## src/rtl/core/apc_pkg.sv

```systemverilog
`timescale 1ns / 1ps
// ----------------------------------------------------------------------------
// Playback clock package
// Shared types, register indexes, command codes and widths of the clip
// playback clock.
// ----------------------------------------------------------------------------
package apc_pkg;

   // Field widths.
   localparam int TIME_W   = 32;
   localparam int SECS_W   = 24;
   localparam int RATE_W   = 24;
   localparam int SPEED_W  = 17;
   localparam int PERIOD_W = 24;
   localparam int ACC_W    = 25;
   localparam int CSR_IDX_W  = 3;
   localparam int CSR_DATA_W = 32;

   // Product and delta widths.
   localparam int MUL_W   = 48;
   localparam int PROD_W  = 41;
   localparam int DELTA_W = 46;
   localparam int SUM_W   = 47;
   localparam int SET_W   = 40;

   // Remainder unit: two dividend bits retire per cycle.
   localparam int DIV_W           = 48;
   localparam int DIV_CNT_W       = 5;
   localparam int DIV_FULL_STEPS  = DIV_W / 2;
   localparam int ACC_DIV_W       = 26;
   localparam int DIV_SHORT_STEPS = ACC_DIV_W / 2;
   localparam int DIV_SHORT_SHIFT = DIV_W - ACC_DIV_W;

   // Constants of the behaviour.
   localparam logic [RATE_W-1:0]  DEFAULT_RATE  = 24'd6400;   // 25.0 in Q16.8
   localparam logic [ACC_W-1:0]   ACC_MAX       = 25'h1FFFFFF;
   localparam logic [SPEED_W-1:0] SPEED_RESET   = 17'd4096;   // 1.0 in Q4.12

   // Command codes carried by an input item.
   typedef enum logic [2:0] {
      OP_TICK     = 3'd0,
      OP_PLAY     = 3'd1,
      OP_PAUSE    = 3'd2,
      OP_STOP     = 3'd3,
      OP_SET_TIME = 3'd4
   } apc_op_type;

   // Configuration register indexes.
   typedef enum logic [CSR_IDX_W-1:0] {
      CSR_ENABLED  = 3'd0,
      CSR_LOOPING  = 3'd1,
      CSR_SPEED    = 3'd2,
      CSR_RATE     = 3'd3,
      CSR_DURATION = 3'd4,
      CSR_PERIOD   = 3'd5
   } apc_csr_type;

   typedef struct packed {
      logic [2:0]        op;
      logic [SECS_W-1:0] seconds;
   } apc_req_type;

   typedef struct packed {
      logic [TIME_W-1:0] clip_ticks;
      logic              playing;
      logic              pose_update;
   } apc_rsp_type;

   // Controller to datapath commands.
   typedef struct packed {
      logic capture;
      logic mul_p;
      logic mul_hi;
      logic mul_lo;
      logic adv;
      logic set_place;
      logic take_time;
      logic pose;
      logic take_acc;
      logic commit;
   } apc_cmd_type;

   // Datapath to controller status.
   typedef struct packed {
      logic op_tick;
      logic op_set;
      logic adv_ok;
      logic looping;
      logic set_div;
      logic need_acc_div;
      logic div_done;
   } apc_status_type;

endpackage

```

## src/rtl/core/apc_rem.sv

```systemverilog
`timescale 1ns / 1ps
// ----------------------------------------------------------------------------
// Remainder unit
// Iterative restoring remainder, two dividend bits per cycle, with a full
// 48-bit mode and a short 26-bit mode for the rate accumulator.
// ----------------------------------------------------------------------------
module apc_rem import apc_pkg::*; (
   input  logic              clock,
   input  logic              reset,
   input  logic              start,
   input  logic              short_mode,
   input  logic [DIV_W-1:0]  dividend,
   input  logic [TIME_W-1:0] divisor,
   output logic              done,
   output logic [TIME_W-1:0] remainder
);

   logic [TIME_W-1:0]    rem_ff, rem_in;
   logic [DIV_W-1:0]     quo_ff, quo_in;
   logic [TIME_W-1:0]    div_ff, div_in;
   logic [DIV_CNT_W-1:0] cnt_ff, cnt_in;
   logic                 busy_ff, busy_in;
   logic                 done_ff, done_in;
   logic [TIME_W-1:0]    rem_mid;

   // One restoring step: shift a bit in, subtract the divisor if it fits.
   function automatic logic [TIME_W-1:0] rem_step(input logic [TIME_W-1:0] r,
                                                  input logic              b,
                                                  input logic [TIME_W-1:0] d);
      logic [TIME_W:0] t;
      t = {r, b};
      if (t >= {1'b0, d}) begin
         t = t - {1'b0, d};
      end
      return t[TIME_W-1:0];
   endfunction

   // Next state of the iteration.
   always_comb begin
      rem_mid = rem_step(rem_ff, quo_ff[DIV_W-1], div_ff);
      rem_in  = rem_ff;
      quo_in  = quo_ff;
      div_in  = div_ff;
      cnt_in  = cnt_ff;
      busy_in = busy_ff;
      done_in = 1'b0;
      if (start) begin
         rem_in  = '0;
         quo_in  = short_mode ? (dividend << DIV_SHORT_SHIFT) : dividend;
         div_in  = divisor;
         cnt_in  = short_mode ? DIV_CNT_W'(DIV_SHORT_STEPS - 1)
                              : DIV_CNT_W'(DIV_FULL_STEPS - 1);
         busy_in = 1'b1;
      end else if (busy_ff) begin
         rem_in = rem_step(rem_mid, quo_ff[DIV_W-2], div_ff);
         quo_in = {quo_ff[DIV_W-3:0], 2'b00};
         cnt_in = cnt_ff - DIV_CNT_W'(1);
         if (cnt_ff == '0) begin
            busy_in = 1'b0;
            done_in = 1'b1;
         end
      end
   end

   // Control flags.
   always_ff @(posedge clock) begin
      if (reset) begin
         busy_ff <= 1'b0;
         done_ff <= 1'b0;
      end else begin
         busy_ff <= busy_in;
         done_ff <= done_in;
      end
   end

   // Working registers.
   always_ff @(posedge clock) begin
      rem_ff <= rem_in;
      quo_ff <= quo_in;
      div_ff <= div_in;
      cnt_ff <= cnt_in;
   end

   assign done      = done_ff;
   assign remainder = rem_ff;

endmodule

```

## src/rtl/core/apc_datapath.sv

```systemverilog
`timescale 1ns / 1ps
// ----------------------------------------------------------------------------
// Playback clock datapath
// Configuration registers, clip state, the shared multiplier, the advance
// and clamp logic, the pose rate limiter and the result register.
// ----------------------------------------------------------------------------
module apc_datapath import apc_pkg::*; (
   input  logic                  clock,
   input  logic                  reset,
   input  apc_req_type           req_payload,
   output apc_rsp_type           rsp_payload,
   input  logic                  csr_write,
   input  logic [CSR_IDX_W-1:0]  csr_index,
   input  logic [CSR_DATA_W-1:0] csr_wdata,
   input  apc_cmd_type           cmd,
   output apc_status_type        st
);

   // Configuration.
   logic                       enabled_ff, looping_ff;
   logic signed [SPEED_W-1:0]  speed_ff;
   logic [RATE_W-1:0]          rate_ff;
   logic [TIME_W-1:0]          dur_ff;
   logic [PERIOD_W-1:0]        period_ff;

   // Clip state.
   logic [TIME_W-1:0] clip_ff, clip_in;
   logic              run_ff, run_in;
   logic [ACC_W-1:0]  acc_ff, acc_in;

   // Item and working registers.
   logic [2:0]         op_ff;
   logic [SECS_W-1:0]  secs_ff;
   logic [MUL_W-1:0]   p_ff;
   logic [PROD_W-1:0]  prod_ff;
   logic [DELTA_W-1:0] d_ff;
   logic [TIME_W-1:0]  nt_ff, nt_in;
   logic               nr_ff, nr_in;
   logic               ns_ff, ns_in;
   logic [ACC_W-1:0]   na_ff, na_in;
   logic               fix_ff, fix_in;
   apc_rsp_type        rsp_ff;

   logic [RATE_W-1:0]  rate_eff;
   logic               neg;
   logic [SPEED_W-1:0] mag;
   logic [SECS_W-1:0]  mul_a, mul_b;
   logic [MUL_W-1:0]   mul_y;
   logic [SUM_W-1:0]   sum_cd;
   logic               d_le_c;
   logic [DELTA_W-1:0] diff_cd;
   logic [SET_W-1:0]   set_t;
   logic [ACC_DIV_W-1:0] acc_sum;
   logic [ACC_W-1:0]   acc_sat;
   logic               changed_run, pose_skip, acc_below;
   logic               div_start, div_short, div_done;
   logic [DIV_W-1:0]   div_dividend;
   logic [TIME_W-1:0]  div_divisor, div_rem;

   // Effective rate and speed magnitude.
   assign rate_eff = (rate_ff == '0) ? DEFAULT_RATE : rate_ff;
   assign neg      = speed_ff[SPEED_W-1];
   assign mag      = neg ? (~speed_ff + SPEED_W'(1)) : speed_ff;

   // The shared multiplier serves the rate product and both speed products.
   always_comb begin
      mul_a = secs_ff;
      mul_b = rate_eff;
      if (cmd.mul_hi) begin
         mul_a = p_ff[MUL_W-1:SECS_W];
         mul_b = {{(SECS_W-SPEED_W){1'b0}}, mag};
      end else if (cmd.mul_lo) begin
         mul_a = p_ff[SECS_W-1:0];
         mul_b = {{(SECS_W-SPEED_W){1'b0}}, mag};
      end
   end
   assign mul_y = {{SECS_W{1'b0}}, mul_a} * {{SECS_W{1'b0}}, mul_b};

   // Advance arithmetic on the delta.
   assign sum_cd  = {{(SUM_W-TIME_W){1'b0}}, clip_ff} + {1'b0, d_ff};
   assign d_le_c  = d_ff <= {{(DELTA_W-TIME_W){1'b0}}, clip_ff};
   assign diff_cd = d_le_c ? ({{(DELTA_W-TIME_W){1'b0}}, clip_ff} - d_ff)
                           : (d_ff - {{(DELTA_W-TIME_W){1'b0}}, clip_ff});
   assign set_t   = p_ff[MUL_W-1:MUL_W-SET_W];

   // Pose rate limiter.
   assign acc_sum     = {1'b0, acc_ff} + {{(ACC_DIV_W-SECS_W){1'b0}}, secs_ff};
   assign acc_sat     = acc_sum[ACC_DIV_W-1] ? ACC_MAX : acc_sum[ACC_W-1:0];
   assign acc_below   = acc_sat < {{(ACC_W-PERIOD_W){1'b0}}, period_ff};
   assign changed_run = nr_ff != run_ff;
   assign pose_skip   = (nt_ff == clip_ff) && !changed_run;

   // Status towards the controller.
   always_comb begin
      st.op_tick      = op_ff == OP_TICK;
      st.op_set       = op_ff == OP_SET_TIME;
      st.adv_ok       = enabled_ff && run_ff && (dur_ff != '0) && (speed_ff != '0);
      st.looping      = looping_ff;
      st.set_div      = looping_ff && (dur_ff != '0);
      st.need_acc_div = !pose_skip && (period_ff != '0) && !acc_below;
      st.div_done     = div_done;
   end

   // Remainder unit operands.
   always_comb begin
      div_start    = (cmd.adv && looping_ff) || (cmd.set_place && st.set_div)
                     || (cmd.pose && st.need_acc_div);
      div_short    = cmd.pose;
      div_divisor  = cmd.pose ? {{(TIME_W-PERIOD_W){1'b0}}, period_ff} : dur_ff;
      div_dividend = {{(DIV_W-SET_W){1'b0}}, set_t};
      if (cmd.pose) begin
         div_dividend = {{(DIV_W-ACC_W){1'b0}}, acc_sat};
      end else if (cmd.adv) begin
         div_dividend = neg ? {{(DIV_W-DELTA_W){1'b0}}, diff_cd}
                            : {{(DIV_W-SUM_W){1'b0}}, sum_cd};
      end
   end

   apc_rem u_rem (
      .clock      (clock),
      .reset      (reset),
      .start      (div_start),
      .short_mode (div_short),
      .dividend   (div_dividend),
      .divisor    (div_divisor),
      .done       (div_done),
      .remainder  (div_rem)
   );

   // New time, run flag, strobe and accumulator of the item at work.
   always_comb begin
      nt_in  = nt_ff;
      nr_in  = nr_ff;
      ns_in  = ns_ff;
      na_in  = na_ff;
      fix_in = fix_ff;
      if (cmd.mul_p) begin
         nt_in = clip_ff;
         nr_in = run_ff;
         na_in = acc_ff;
         ns_in = 1'b0;
         case (op_ff)
            OP_PLAY: begin
               nr_in = 1'b1;
               na_in = '0;
            end
            OP_PAUSE: begin
               nr_in = 1'b0;
               na_in = '0;
            end
            OP_STOP: begin
               nt_in = '0;
               nr_in = 1'b0;
               na_in = '0;
               ns_in = 1'b1;
            end
            OP_SET_TIME: begin
               na_in = '0;
               ns_in = 1'b1;
            end
            default: begin
            end
         endcase
      end
      if (cmd.adv) begin
         fix_in = neg && !d_le_c;
         if (!looping_ff) begin
            if (!neg) begin
               if (sum_cd >= {{(SUM_W-TIME_W){1'b0}}, dur_ff}) begin
                  nt_in = dur_ff;
                  nr_in = 1'b0;
               end else begin
                  nt_in = sum_cd[TIME_W-1:0];
               end
            end else if (!d_le_c || (d_ff == {{(DELTA_W-TIME_W){1'b0}}, clip_ff})) begin
               // Running backwards past or onto the start.
               nt_in = '0;
               nr_in = 1'b0;
            end else begin
               nt_in = (diff_cd[TIME_W-1:0] > dur_ff) ? dur_ff : diff_cd[TIME_W-1:0];
            end
         end
      end
      if (cmd.set_place) begin
         fix_in = 1'b0;
         if (looping_ff) begin
            nt_in = '0;
         end else if (set_t > {{(SET_W-TIME_W){1'b0}}, dur_ff}) begin
            nt_in = dur_ff;
         end else begin
            nt_in = set_t[TIME_W-1:0];
         end
      end
      if (cmd.take_time) begin
         if (!fix_ff) begin
            nt_in = div_rem;
         end else begin
            nt_in = (div_rem == '0) ? '0 : (dur_ff - div_rem);
         end
      end
      if (cmd.pose && !pose_skip) begin
         if (period_ff == '0) begin
            na_in = '0;
            ns_in = 1'b1;
         end else if (acc_below) begin
            na_in = acc_sat;
            ns_in = changed_run;
         end
      end
      if (cmd.take_acc) begin
         na_in = div_rem[ACC_W-1:0];
         ns_in = 1'b1;
      end
   end

   // Committed clip state.
   always_comb begin
      clip_in = clip_ff;
      run_in  = run_ff;
      acc_in  = acc_ff;
      if (cmd.commit) begin
         clip_in = nt_ff;
         run_in  = nr_ff;
         acc_in  = na_ff;
      end
   end

   // Configuration and clip state registers.
   always_ff @(posedge clock) begin
      if (reset) begin
         enabled_ff <= 1'b1;
         looping_ff <= 1'b0;
         speed_ff   <= SPEED_RESET;
         rate_ff    <= '0;
         dur_ff     <= '0;
         period_ff  <= '0;
         clip_ff    <= '0;
         run_ff     <= 1'b0;
         acc_ff     <= '0;
      end else begin
         clip_ff <= clip_in;
         run_ff  <= run_in;
         acc_ff  <= acc_in;
         if (csr_write) begin
            case (csr_index)
               CSR_ENABLED:  enabled_ff <= csr_wdata[0];
               CSR_LOOPING:  looping_ff <= csr_wdata[0];
               CSR_SPEED:    speed_ff   <= csr_wdata[SPEED_W-1:0];
               CSR_RATE:     rate_ff    <= csr_wdata[RATE_W-1:0];
               CSR_DURATION: dur_ff     <= csr_wdata[TIME_W-1:0];
               CSR_PERIOD:   period_ff  <= csr_wdata[PERIOD_W-1:0];
               default: begin
               end
            endcase
         end
      end
   end

   // Item, product and result registers.
   always_ff @(posedge clock) begin
      if (cmd.capture) begin
         op_ff   <= req_payload.op;
         secs_ff <= req_payload.seconds;
      end
      if (cmd.mul_p) begin
         p_ff <= mul_y;
      end
      if (cmd.mul_hi) begin
         prod_ff <= mul_y[PROD_W-1:0];
      end
      if (cmd.mul_lo) begin
         d_ff <= {1'b0, prod_ff, 4'b0000}
                 + {{(DELTA_W-(PROD_W-20)){1'b0}}, mul_y[PROD_W-1:20]};
      end
      nt_ff  <= nt_in;
      nr_ff  <= nr_in;
      ns_ff  <= ns_in;
      na_ff  <= na_in;
      fix_ff <= fix_in;
      if (cmd.commit) begin
         rsp_ff.clip_ticks  <= nt_ff;
         rsp_ff.playing     <= nr_ff;
         rsp_ff.pose_update <= ns_ff;
      end
   end

   assign rsp_payload = rsp_ff;

endmodule

```

## src/rtl/core/apc_ctrl.sv

```systemverilog
`timescale 1ns / 1ps
// ----------------------------------------------------------------------------
// Playback clock controller
// Sequences one item through the multiplier, the advance logic, the
// remainder unit and the rate limiter, and owns both handshakes.
// ----------------------------------------------------------------------------
module apc_ctrl import apc_pkg::*; (
   input  logic           clock,
   input  logic           reset,
   input  logic           req_valid,
   output logic           req_ready,
   output logic           rsp_valid,
   input  logic           rsp_ready,
   input  apc_status_type st,
   output apc_cmd_type    cmd
);

   typedef enum logic [9:0] {
      S_IDLE   = 10'b00_0000_0001,
      S_MUL_P  = 10'b00_0000_0010,
      S_MUL_HI = 10'b00_0000_0100,
      S_MUL_LO = 10'b00_0000_1000,
      S_ADV    = 10'b00_0001_0000,
      S_SET    = 10'b00_0010_0000,
      S_DIV_T  = 10'b00_0100_0000,
      S_POSE   = 10'b00_1000_0000,
      S_DIV_A  = 10'b01_0000_0000,
      S_FIN    = 10'b10_0000_0000
   } apc_state_type;

   apc_state_type state_ff, state_in;
   logic          rsp_valid_ff, rsp_valid_in;
   logic          out_free;

   assign out_free = !rsp_valid_ff || rsp_ready;

   // Next state.
   always_comb begin
      state_in = state_ff;
      case (state_ff)
         S_IDLE: begin
            if (req_valid) state_in = S_MUL_P;
         end
         S_MUL_P: begin
            if (st.op_tick && st.adv_ok) state_in = S_MUL_HI;
            else if (st.op_set)          state_in = S_SET;
            else                         state_in = S_FIN;
         end
         S_MUL_HI: state_in = S_MUL_LO;
         S_MUL_LO: state_in = S_ADV;
         S_ADV: begin
            state_in = st.looping ? S_DIV_T : S_POSE;
         end
         S_SET: begin
            state_in = st.set_div ? S_DIV_T : S_FIN;
         end
         S_DIV_T: begin
            if (st.div_done) state_in = st.op_tick ? S_POSE : S_FIN;
         end
         S_POSE: begin
            state_in = st.need_acc_div ? S_DIV_A : S_FIN;
         end
         S_DIV_A: begin
            if (st.div_done) state_in = S_FIN;
         end
         S_FIN: begin
            if (out_free) state_in = S_IDLE;
         end
         default: state_in = S_IDLE;
      endcase
   end

   // Commands to the datapath.
   always_comb begin
      cmd.capture   = (state_ff == S_IDLE) && req_valid;
      cmd.mul_p     = state_ff == S_MUL_P;
      cmd.mul_hi    = state_ff == S_MUL_HI;
      cmd.mul_lo    = state_ff == S_MUL_LO;
      cmd.adv       = state_ff == S_ADV;
      cmd.set_place = state_ff == S_SET;
      cmd.take_time = (state_ff == S_DIV_T) && st.div_done;
      cmd.pose      = state_ff == S_POSE;
      cmd.take_acc  = (state_ff == S_DIV_A) && st.div_done;
      cmd.commit    = (state_ff == S_FIN) && out_free;
   end

   // The result register holds its item until the consumer takes it.
   always_comb begin
      rsp_valid_in = rsp_valid_ff;
      if (cmd.commit)     rsp_valid_in = 1'b1;
      else if (rsp_ready) rsp_valid_in = 1'b0;
   end

   always_ff @(posedge clock) begin
      if (reset) begin
         state_ff     <= S_IDLE;
         rsp_valid_ff <= 1'b0;
      end else begin
         state_ff     <= state_in;
         rsp_valid_ff <= rsp_valid_in;
      end
   end

   assign req_ready = state_ff == S_IDLE;
   assign rsp_valid = rsp_valid_ff;

   // The block takes no second item in the cycle after it took one.
   a_busy_after_accept: assert property (@(posedge clock) disable iff (reset)
      (req_valid && req_ready) |=> !req_ready)
      else $error("item accepted while a previous item was still at work");

   // The remainder unit only finishes while the controller waits for it.
   a_div_done_waited: assert property (@(posedge clock) disable iff (reset)
      st.div_done |-> (state_ff == S_DIV_T || state_ff == S_DIV_A))
      else $error("remainder result arrived outside a division wait");

   // A committed item is offered on the result channel in the next cycle.
   a_commit_offers: assert property (@(posedge clock) disable iff (reset)
      cmd.commit |=> (rsp_valid && state_ff == S_IDLE))
      else $error("committed item not offered on the result channel");

endmodule

```

## src/rtl/core/animation_playback_clock_core.sv

```systemverilog
`timescale 1ns / 1ps
// ----------------------------------------------------------------------------
// Animation playback clock
// Clip playback timer: tick, play, pause, stop and set_time commands drive
// the clip time, the run flag and a rate-limited pose-update strobe.
// ----------------------------------------------------------------------------
// Play, pause, stop and idle ticks take no division, nor do a clamped set_time
// or a clamped tick; a wrapping set_time, a wrapping tick and a wrapping pose
// accumulator each run the remainder unit, two bits per cycle. One item is at
// work at a time; the next is accepted the cycle after the result is registered.
// Synchronous reset restores all defaults.
module animation_playback_clock_core import apc_pkg::*; (
   input  logic                  clock,
   input  logic                  reset,
   input  logic                  req_valid,
   output logic                  req_ready,
   input  apc_req_type           req_payload,
   output logic                  rsp_valid,
   input  logic                  rsp_ready,
   output apc_rsp_type           rsp_payload,
   input  logic                  csr_write,
   input  logic [CSR_IDX_W-1:0]  csr_index,
   input  logic [CSR_DATA_W-1:0] csr_wdata
);

   apc_cmd_type    cmd;
   apc_status_type st;

   apc_ctrl u_ctrl (
      .clock     (clock),
      .reset     (reset),
      .req_valid (req_valid),
      .req_ready (req_ready),
      .rsp_valid (rsp_valid),
      .rsp_ready (rsp_ready),
      .st        (st),
      .cmd       (cmd)
   );

   apc_datapath u_datapath (
      .clock       (clock),
      .reset       (reset),
      .req_payload (req_payload),
      .rsp_payload (rsp_payload),
      .csr_write   (csr_write),
      .csr_index   (csr_index),
      .csr_wdata   (csr_wdata),
      .cmd         (cmd),
      .st          (st)
   );

endmodule
```

## config.mk

```make
export PLATFORM = sky130hd
export DESIGN_NAME = animation_playback_clock_core
export DESIGN_NICKNAME = d
export VERILOG_FILES = /design/src/rtl/core/apc_pkg.sv /design/src/rtl/core/apc_rem.sv /design/src/rtl/core/apc_datapath.sv /design/src/rtl/core/apc_ctrl.sv /design/src/rtl/core/animation_playback_clock_core.sv
export SDC_FILE = /design/constraint.sdc
export NUM_CORES = 2
export LEC_CHECK = 0
export BUFFER_PORTS_ARGS = -buffer_cell sky130_fd_sc_hd__buf_4
export CAP_MARGIN = 20
export CORE_ASPECT_RATIO = 0.6
export CORE_MARGIN = 2
export CORE_UTILIZATION = 24
export CTS_CLUSTER_SIZE = 16
export DETAILED_ROUTE_END_ITERATION = 10
export HOLD_SLACK_MARGIN = 0.06
export MAX_ROUTING_LAYER = met4
export PLACE_DENSITY = 0.38
export SETUP_SLACK_MARGIN = 0.4
export SLEW_MARGIN = 25
export SYNTH_ARGS = -nofsm -noshare
export SYNTH_HDL_FRONTEND = slang
export SYNTH_HIERARCHICAL = 1
export SYNTH_SLANG_ARGS = --single-unit
```

## constraint.sdc

```tcl
create_clock -name clock -period 15.9 [get_ports clock]
set_input_delay 0.795 -clock clock [delete_from_list [all_inputs] [get_ports clock]]
set_output_delay 0.795 -clock clock [all_outputs]
set_load 0.005 [all_outputs]
```

-- After elaboration in Yosys (flattened, before gate mapping)
Cells that the tools add are included.
- flip-flop bits (word level): 543
- latch bits: 0
- memory bits (writable): 0
- bits in read-only memories: 0
- input bits: 67
- output and inout bits: 36
- word-level logic and storage cells: 194
- memories kept: 0
- add/subtract/negate cells: 10
- multiply operators: 1
- div/mod/pow operators: 0
- order comparisons: 7
- eq/ne operators: 26
- shifts and indexed selects: 0
- multiplexer cells: 69
- bitwise gates (word level): 2
- reduce and logical (&&, ||, !) cells: 48
- operators by type and width (kind ; count):
    two-way mux 32 bit ; 16
    two-way mux 48 bit ; 5
    two-way mux 25 bit ; 7
    two-way mux 24 bit ; 6
    one-hot mux 10 bit (10 select lines) ; 1
    subtractor 32 bit ; 3
    two-way mux 10 bit ; 9
    greater-or-equal comparator 33 x 32 -> 1 bit ; 2
    logical NOT 24 bit ; 2
    multiplier 24 x 24 -> 48 bit ; 1
    adder 32 x 46 -> 47 bit ; 1
    greater-or-equal comparator 47 x 32 -> 1 bit ; 1
    two-way mux 47 bit ; 1
    adder 45 x 21 -> 46 bit ; 1
    equality test 46 x 32 -> 1 bit ; 1
    less-or-equal comparator 46 x 32 -> 1 bit ; 1
    two-way mux 46 bit ; 1
    subtractor 32 x 46 -> 46 bit ; 1
    subtractor 46 x 32 -> 46 bit ; 1
    > comparator 40 x 32 -> 1 bit ; 1
    equality test 32 bit ; 1
    > comparator 32 bit ; 1
    logical NOT 32 bit ; 1
    nonzero test 32 bit ; 1
    40 further kinds ; 97

-- Logic depth before layout (Yosys ltp)
- depth after elaboration: 10
- gate-level depth with buffers: 48
- depth with buffers taken out: 44

-- Modules after synthesis
Netlist, hierarchy kept.
- modules (own cells, without submodules) (module ; instances ; cells each ; area an instance (um^2) ; seq. area each (um^2)):
    apc_datapath ; 1 ; 6115 ; 50493.4 ; 10229.8
    apc_rem ; 1 ; 1018 ; 9092.5 ; 3233.1
    apc_ctrl ; 1 ; 94 ; 779.5 ; 220.2

-- Least setup slack after synthesis
No wires, ideal clock.
- path type: register to register
- from: register u_ctrl.state_ff[9]
- to: register u_datapath.d_ff[38] (data pin)
- setup time: 258 ps
- arrival: 12884 ps
- required time: 15642 ps
- path slack: 2758 ps
- stages on the path, launching flop included: 45
- period minus slack after synthesis: 13142 ps
- cells stage by stage: dfxtp_1 nor4_2 nand2_2 or3_4 nor2_1 clkbuf_1 clkbuf_1 mux2i_1 o21a_1 clkbuf_1 nor2_1 fa_1 inv_1 fa_1 inv_1 fa_1 inv_1 fa_1 (+9 left out) a221oi_1 nor2_1 nor3_1 xnor2_1 ha_1 inv_1 fa_1 nor2b_1 o21ai_0 a21boi_0 o21a_1 o21ai_0 a21bo_2 nand3_1 nand2_1 o41ai_2 nand4_1 xnor2_1
- RTL lines (element ; line ; RTL):
    start, declared ; apc_ctrl.sv:31 ; apc_state_type state_ff, state_in;
    start signal, assigned ; apc_ctrl.sv:99 ; state_ff <= state_in;
    end signal, assigned ; apc_datapath.sv:272 ; d_ff <= {1'b0, prod_ff, 4'b0000}
    end, declared ; apc_datapath.sv:36 ; logic [DELTA_W-1:0] d_ff;

==> metrics.csv <==
metric,value,unit
Synth Area per Inst,8.35,sq um
TritonCTS Buffers,58,
Via Count,56845,
Final HPWL DP,259,mm
cell count after synthesis,7227,
worst slew pin tran,1.33,ns
Hold Path Class,primary input to flip-flop,
post-synthesis cell area,0.0604,sq mm
Max Clk Rate,72.6,MHz
Switching Fraction,47.9,%
Max-slew headroom,11.5,%
PortBufs,102,
Antenna Nets Post-Route,0,
Ys Warns,6,
routed len/inst,30.3,microns
Tcrit/Tclk final,86.7,%
MaxCap Viol Count,0,
CP endpoint kind,flip-flop,
Crit path required time,16.36,ns
share of power burned in registers,24.1,%
Crit Path Max Fanout,15,
Cell Pwr Density,107,mW/mm^2
Die Y,392,microns
Startpoint Class,flip-flop,
combinational power share,55.0,%
drt first pass iters,6,
# fillers,27102,
synth top area cells,"fa_1 16%, edfxtp_1 14%, ha_1 11%",
number of global-route vias before repair,52284,
Routability Congestion,0.988,
Post-Layout Cell Count,10562,
nets,8279,
# Post-CTS Setup Buffers,0,
root buf cell,clkbuf_16,
largest net degree at the start of global routing,117,
"CTS clk-pin slew, worst paths",0.08,ns
status,finished clean,
Synth area leader,fa_1,
DR iter-0 viols,7827,
slack of the critical path,2.12,ns
Synth async-reset ratio,0,%
Worst EP arrival,14.24,ns
Layout Skew,0.0566,ns
Post-CTS Resized,0,
Die W,651,microns
H-tree levels,2,
VDD IR max,92.3,uV
syn_nets,8312,
max-slew violation count,0,
CP peak stage delay,0.99,ns
clk sinks,543,
GRT Residual Overflow,0,
dominant synthesized flop cell,edfxtp_1,
R2R Setup Slk,2.12,ns
core area,0.250,sq mm
RSZ-0062 raised after global routing,no,
internal power,3770,uW
hold buffers post-CTS,0,
vias per cell,5.38,
number of cells after detailed placement,10446,
first-pass GRT wire length,437,mm
CTS Buffer Depth,3,
Post-DP Area,0.0653,sq mm
Initial Utilization,24.2,%
CP dominant cell by count,fa_1,
Setup TNS,0,ns
I/O Pins,103,
Yosys reg bits,543,
DR DRC count,0,
Net Switching,3460,uW
worst setup path class,flip-flop to flip-flop,
die area,0.256,sq mm
Synth top area share,16.3,%
number of synthesized flops with an enable pin,281,
later-pin clock latency in the skew report,0.73,ns
Placement Setup Slack,2.44,ns
Setup Viol. Count Final,0,
Fin. Hold Viols,0,
Area growth syn-to-layout,11.6,%
Clock power frac,20.9,%
Final Instance Area,0.0674,sq mm
clock period minus worst slack,13.78,ns
Leak,0.0279,uW
row cnt,142,
initial antenna violation count,42,
fraction of layout cells with a size suffix above 1,7.28,%
final WL,320,mm
Yosys cell types,117,
sequential share of the synthesized area,22.7,%
CTS tree,built,
GRT Overall Usage,25.1,%
Worst path slowest cell,o41ai_1,
[cell families (layout without fill, tap and decap cells)]
group,after synthesis,count (layout),synth area share [%]
compound gates,1699,1699,18.4
xor+xnor,296,296,4.31
fa+ha+maj,1018,1018,27.2
buf+inv,1239,1254,7.95
flops,543,543,22.7
mux,156,156,2.63
other cells,1,9,0.00621
simple gates,2275,2275,16.9
[final timing paths]
check / startpoint / endpoint / depth (start not counted)
setup / recovery: u_ctrl/state_ff[9] / u_datapath/d_ff[41] / 36
hold / removal: req_payload[3] / u_datapath/secs_ff[3] / 1
setup reg to reg: u_ctrl/state_ff[9] / u_datapath/d_ff[41] / 36
hold reg to reg: u_datapath/ns_ff / u_datapath/rsp_payload[0] / 0
[worst max-delay path: cells and delay by family, from the launching register on]
kind | cells | cell delay (ns)
AOI/OAI and AO/OA | 6 | 3.07
xor gates and xnor gates | 2 | 0.61
adders and majority gates | 9 | 4.65
buffers and inverters | 6 | 0.60
DFF | 1 | 0.41
and+or+nand+nor | 13 | 4.18
[sequential cells by signal, summed over array words and instances, names as in the netlist, 24 cells and up]
name,cells
u_datapath/period_ff,24
u_datapath/rate_ff,24
u_datapath/dur_ff,32
u_datapath/u_rem/remainder,32
u_datapath/p_ff,48
u_datapath/nt_ff,32
u_datapath/rsp_payload,34
u_datapath/secs_ff,24
u_datapath/u_rem/quo_ff,48
u_datapath/d_ff,46
u_datapath/clip_ff,32
u_datapath/na_ff,25
u_datapath/prod_ff,41
u_datapath/acc_ff,25
u_datapath/u_rem/div_ff,32
[metrics by stage]
stage | util, % | total power (uW) | hold WS, ns
final | 27.0 | 7220 | 0.278
after floorplan | - | 4070 | 0.409
after detailed placement | 26.1 | 5640 | 0.435
after CTS | 27.0 | 7200 | 0.242
after global routing | 27.0 | 7640 | 0.254
after global placement | 26.1 | 5670 | 0.433
[cells in the mapped netlist (12+ instances only)]
| library cell | n |
|---|---|
| o221ai_1 | 48 |
| a31oi_1 | 25 |
| or3_1 | 33 |
| a311oi_1 | 22 |
| and3_1 | 40 |
| nand2_1 | 808 |
| o21ai_1 | 18 |
| o211ai_1 | 53 |
| dfxtp_1 | 262 |
| and4_1 | 19 |
| inv_1 | 868 |
| nor2_1 | 811 |
| mux2_2 | 18 |
| buf_2 | 20 |
| nor2b_1 | 46 |
| a21boi_0 | 16 |
| buf_1 | 30 |
| mux2i_1 | 137 |
| a21o_1 | 114 |
| ha_1 | 528 |
| a221oi_1 | 65 |
| a21oi_1 | 544 |
| nor4_1 | 67 |
| and2_1 | 49 |
| a22o_1 | 21 |
| a211oi_1 | 74 |
| clkbuf_1 | 295 |
| xor2_1 | 87 |
| edfxtp_1 | 281 |
| xnor2_1 | 208 |
| nand4_1 | 70 |
| nor3b_1 | 12 |
| fa_1 | 490 |
| a22oi_1 | 62 |
| o21bai_1 | 41 |
| nand2b_1 | 58 |
| or2_2 | 19 |
| o22ai_1 | 27 |
| nand3_1 | 103 |
| o21a_1 | 72 |
| nor3_1 | 87 |
| o31ai_1 | 24 |
| o21ai_0 | 309 |
[power groups by stage]
stage,clock [uW],combinational [uW],sequential [uW]
after global routing,1590,4310,1740
after CTS,1540,3920,1740
after floorplan,0,2360,1720
after global placement,0,3900,1770
final,1510,3970,1740
after detailed placement,0,3870,1770
[layer usage]
layer  part of all wire, %  track usage, %
met1                    52            40.6
met2                    36            30.1
met3                    11            6.62
met4                   1.3            2.93
met5                     0               -
[cell type report]
| type | instances | area [sq um] | area share, % |
|---|---|---|---|
| antenna | 8 | 20.0 | 0.0297 |
| inverter | 874 | 3280 | 4.87 |
| timing repair buffer | 272 | 2060 | 3.06 |
| clock inverter | 26 | 255 | 0.379 |
| clock buffer | 82 | 1780 | 2.64 |
| tap | 3312 | 4140 | 6.15 |
| multi-input combinational | 5445 | 42200 | 62.6 |
| sequential | 543 | 13700 | 20.3 |
[placed cells by master (no fill, tap or decap), types with 22 or more instances in the layout]
master,netlist,layout
o211ai_1,53,53
and3_1,40,39
nor2_1,811,802
and2_1,49,48
o21a_1,72,68
a31oi_1,25,25
a221oi_1,65,65
nor3_1,87,86
xor2_1,87,87
o21ai_0,309,287
nand2b_1,58,58
nand3_1,103,102
clkbuf_16,0,65
o221ai_1,48,48
nor2b_1,46,46
inv_1,868,867
edfxtp_1,281,281
o31ai_1,24,24
or3_1,33,33
mux2i_1,137,137
nor4_1,67,66
a311oi_1,22,22
xnor2_1,208,202
o21ai_1,18,24
fa_1,490,490
o22ai_1,27,26
a21oi_1,544,538
o21bai_1,41,41
nand2_1,808,808
nand4_1,70,70
buf_4,7,269
a211oi_1,74,74
a22oi_1,62,61
ha_1,528,528
a21o_1,114,114
dfxtp_1,262,260
No activity file was read; power rests on OpenSTA's default activity.
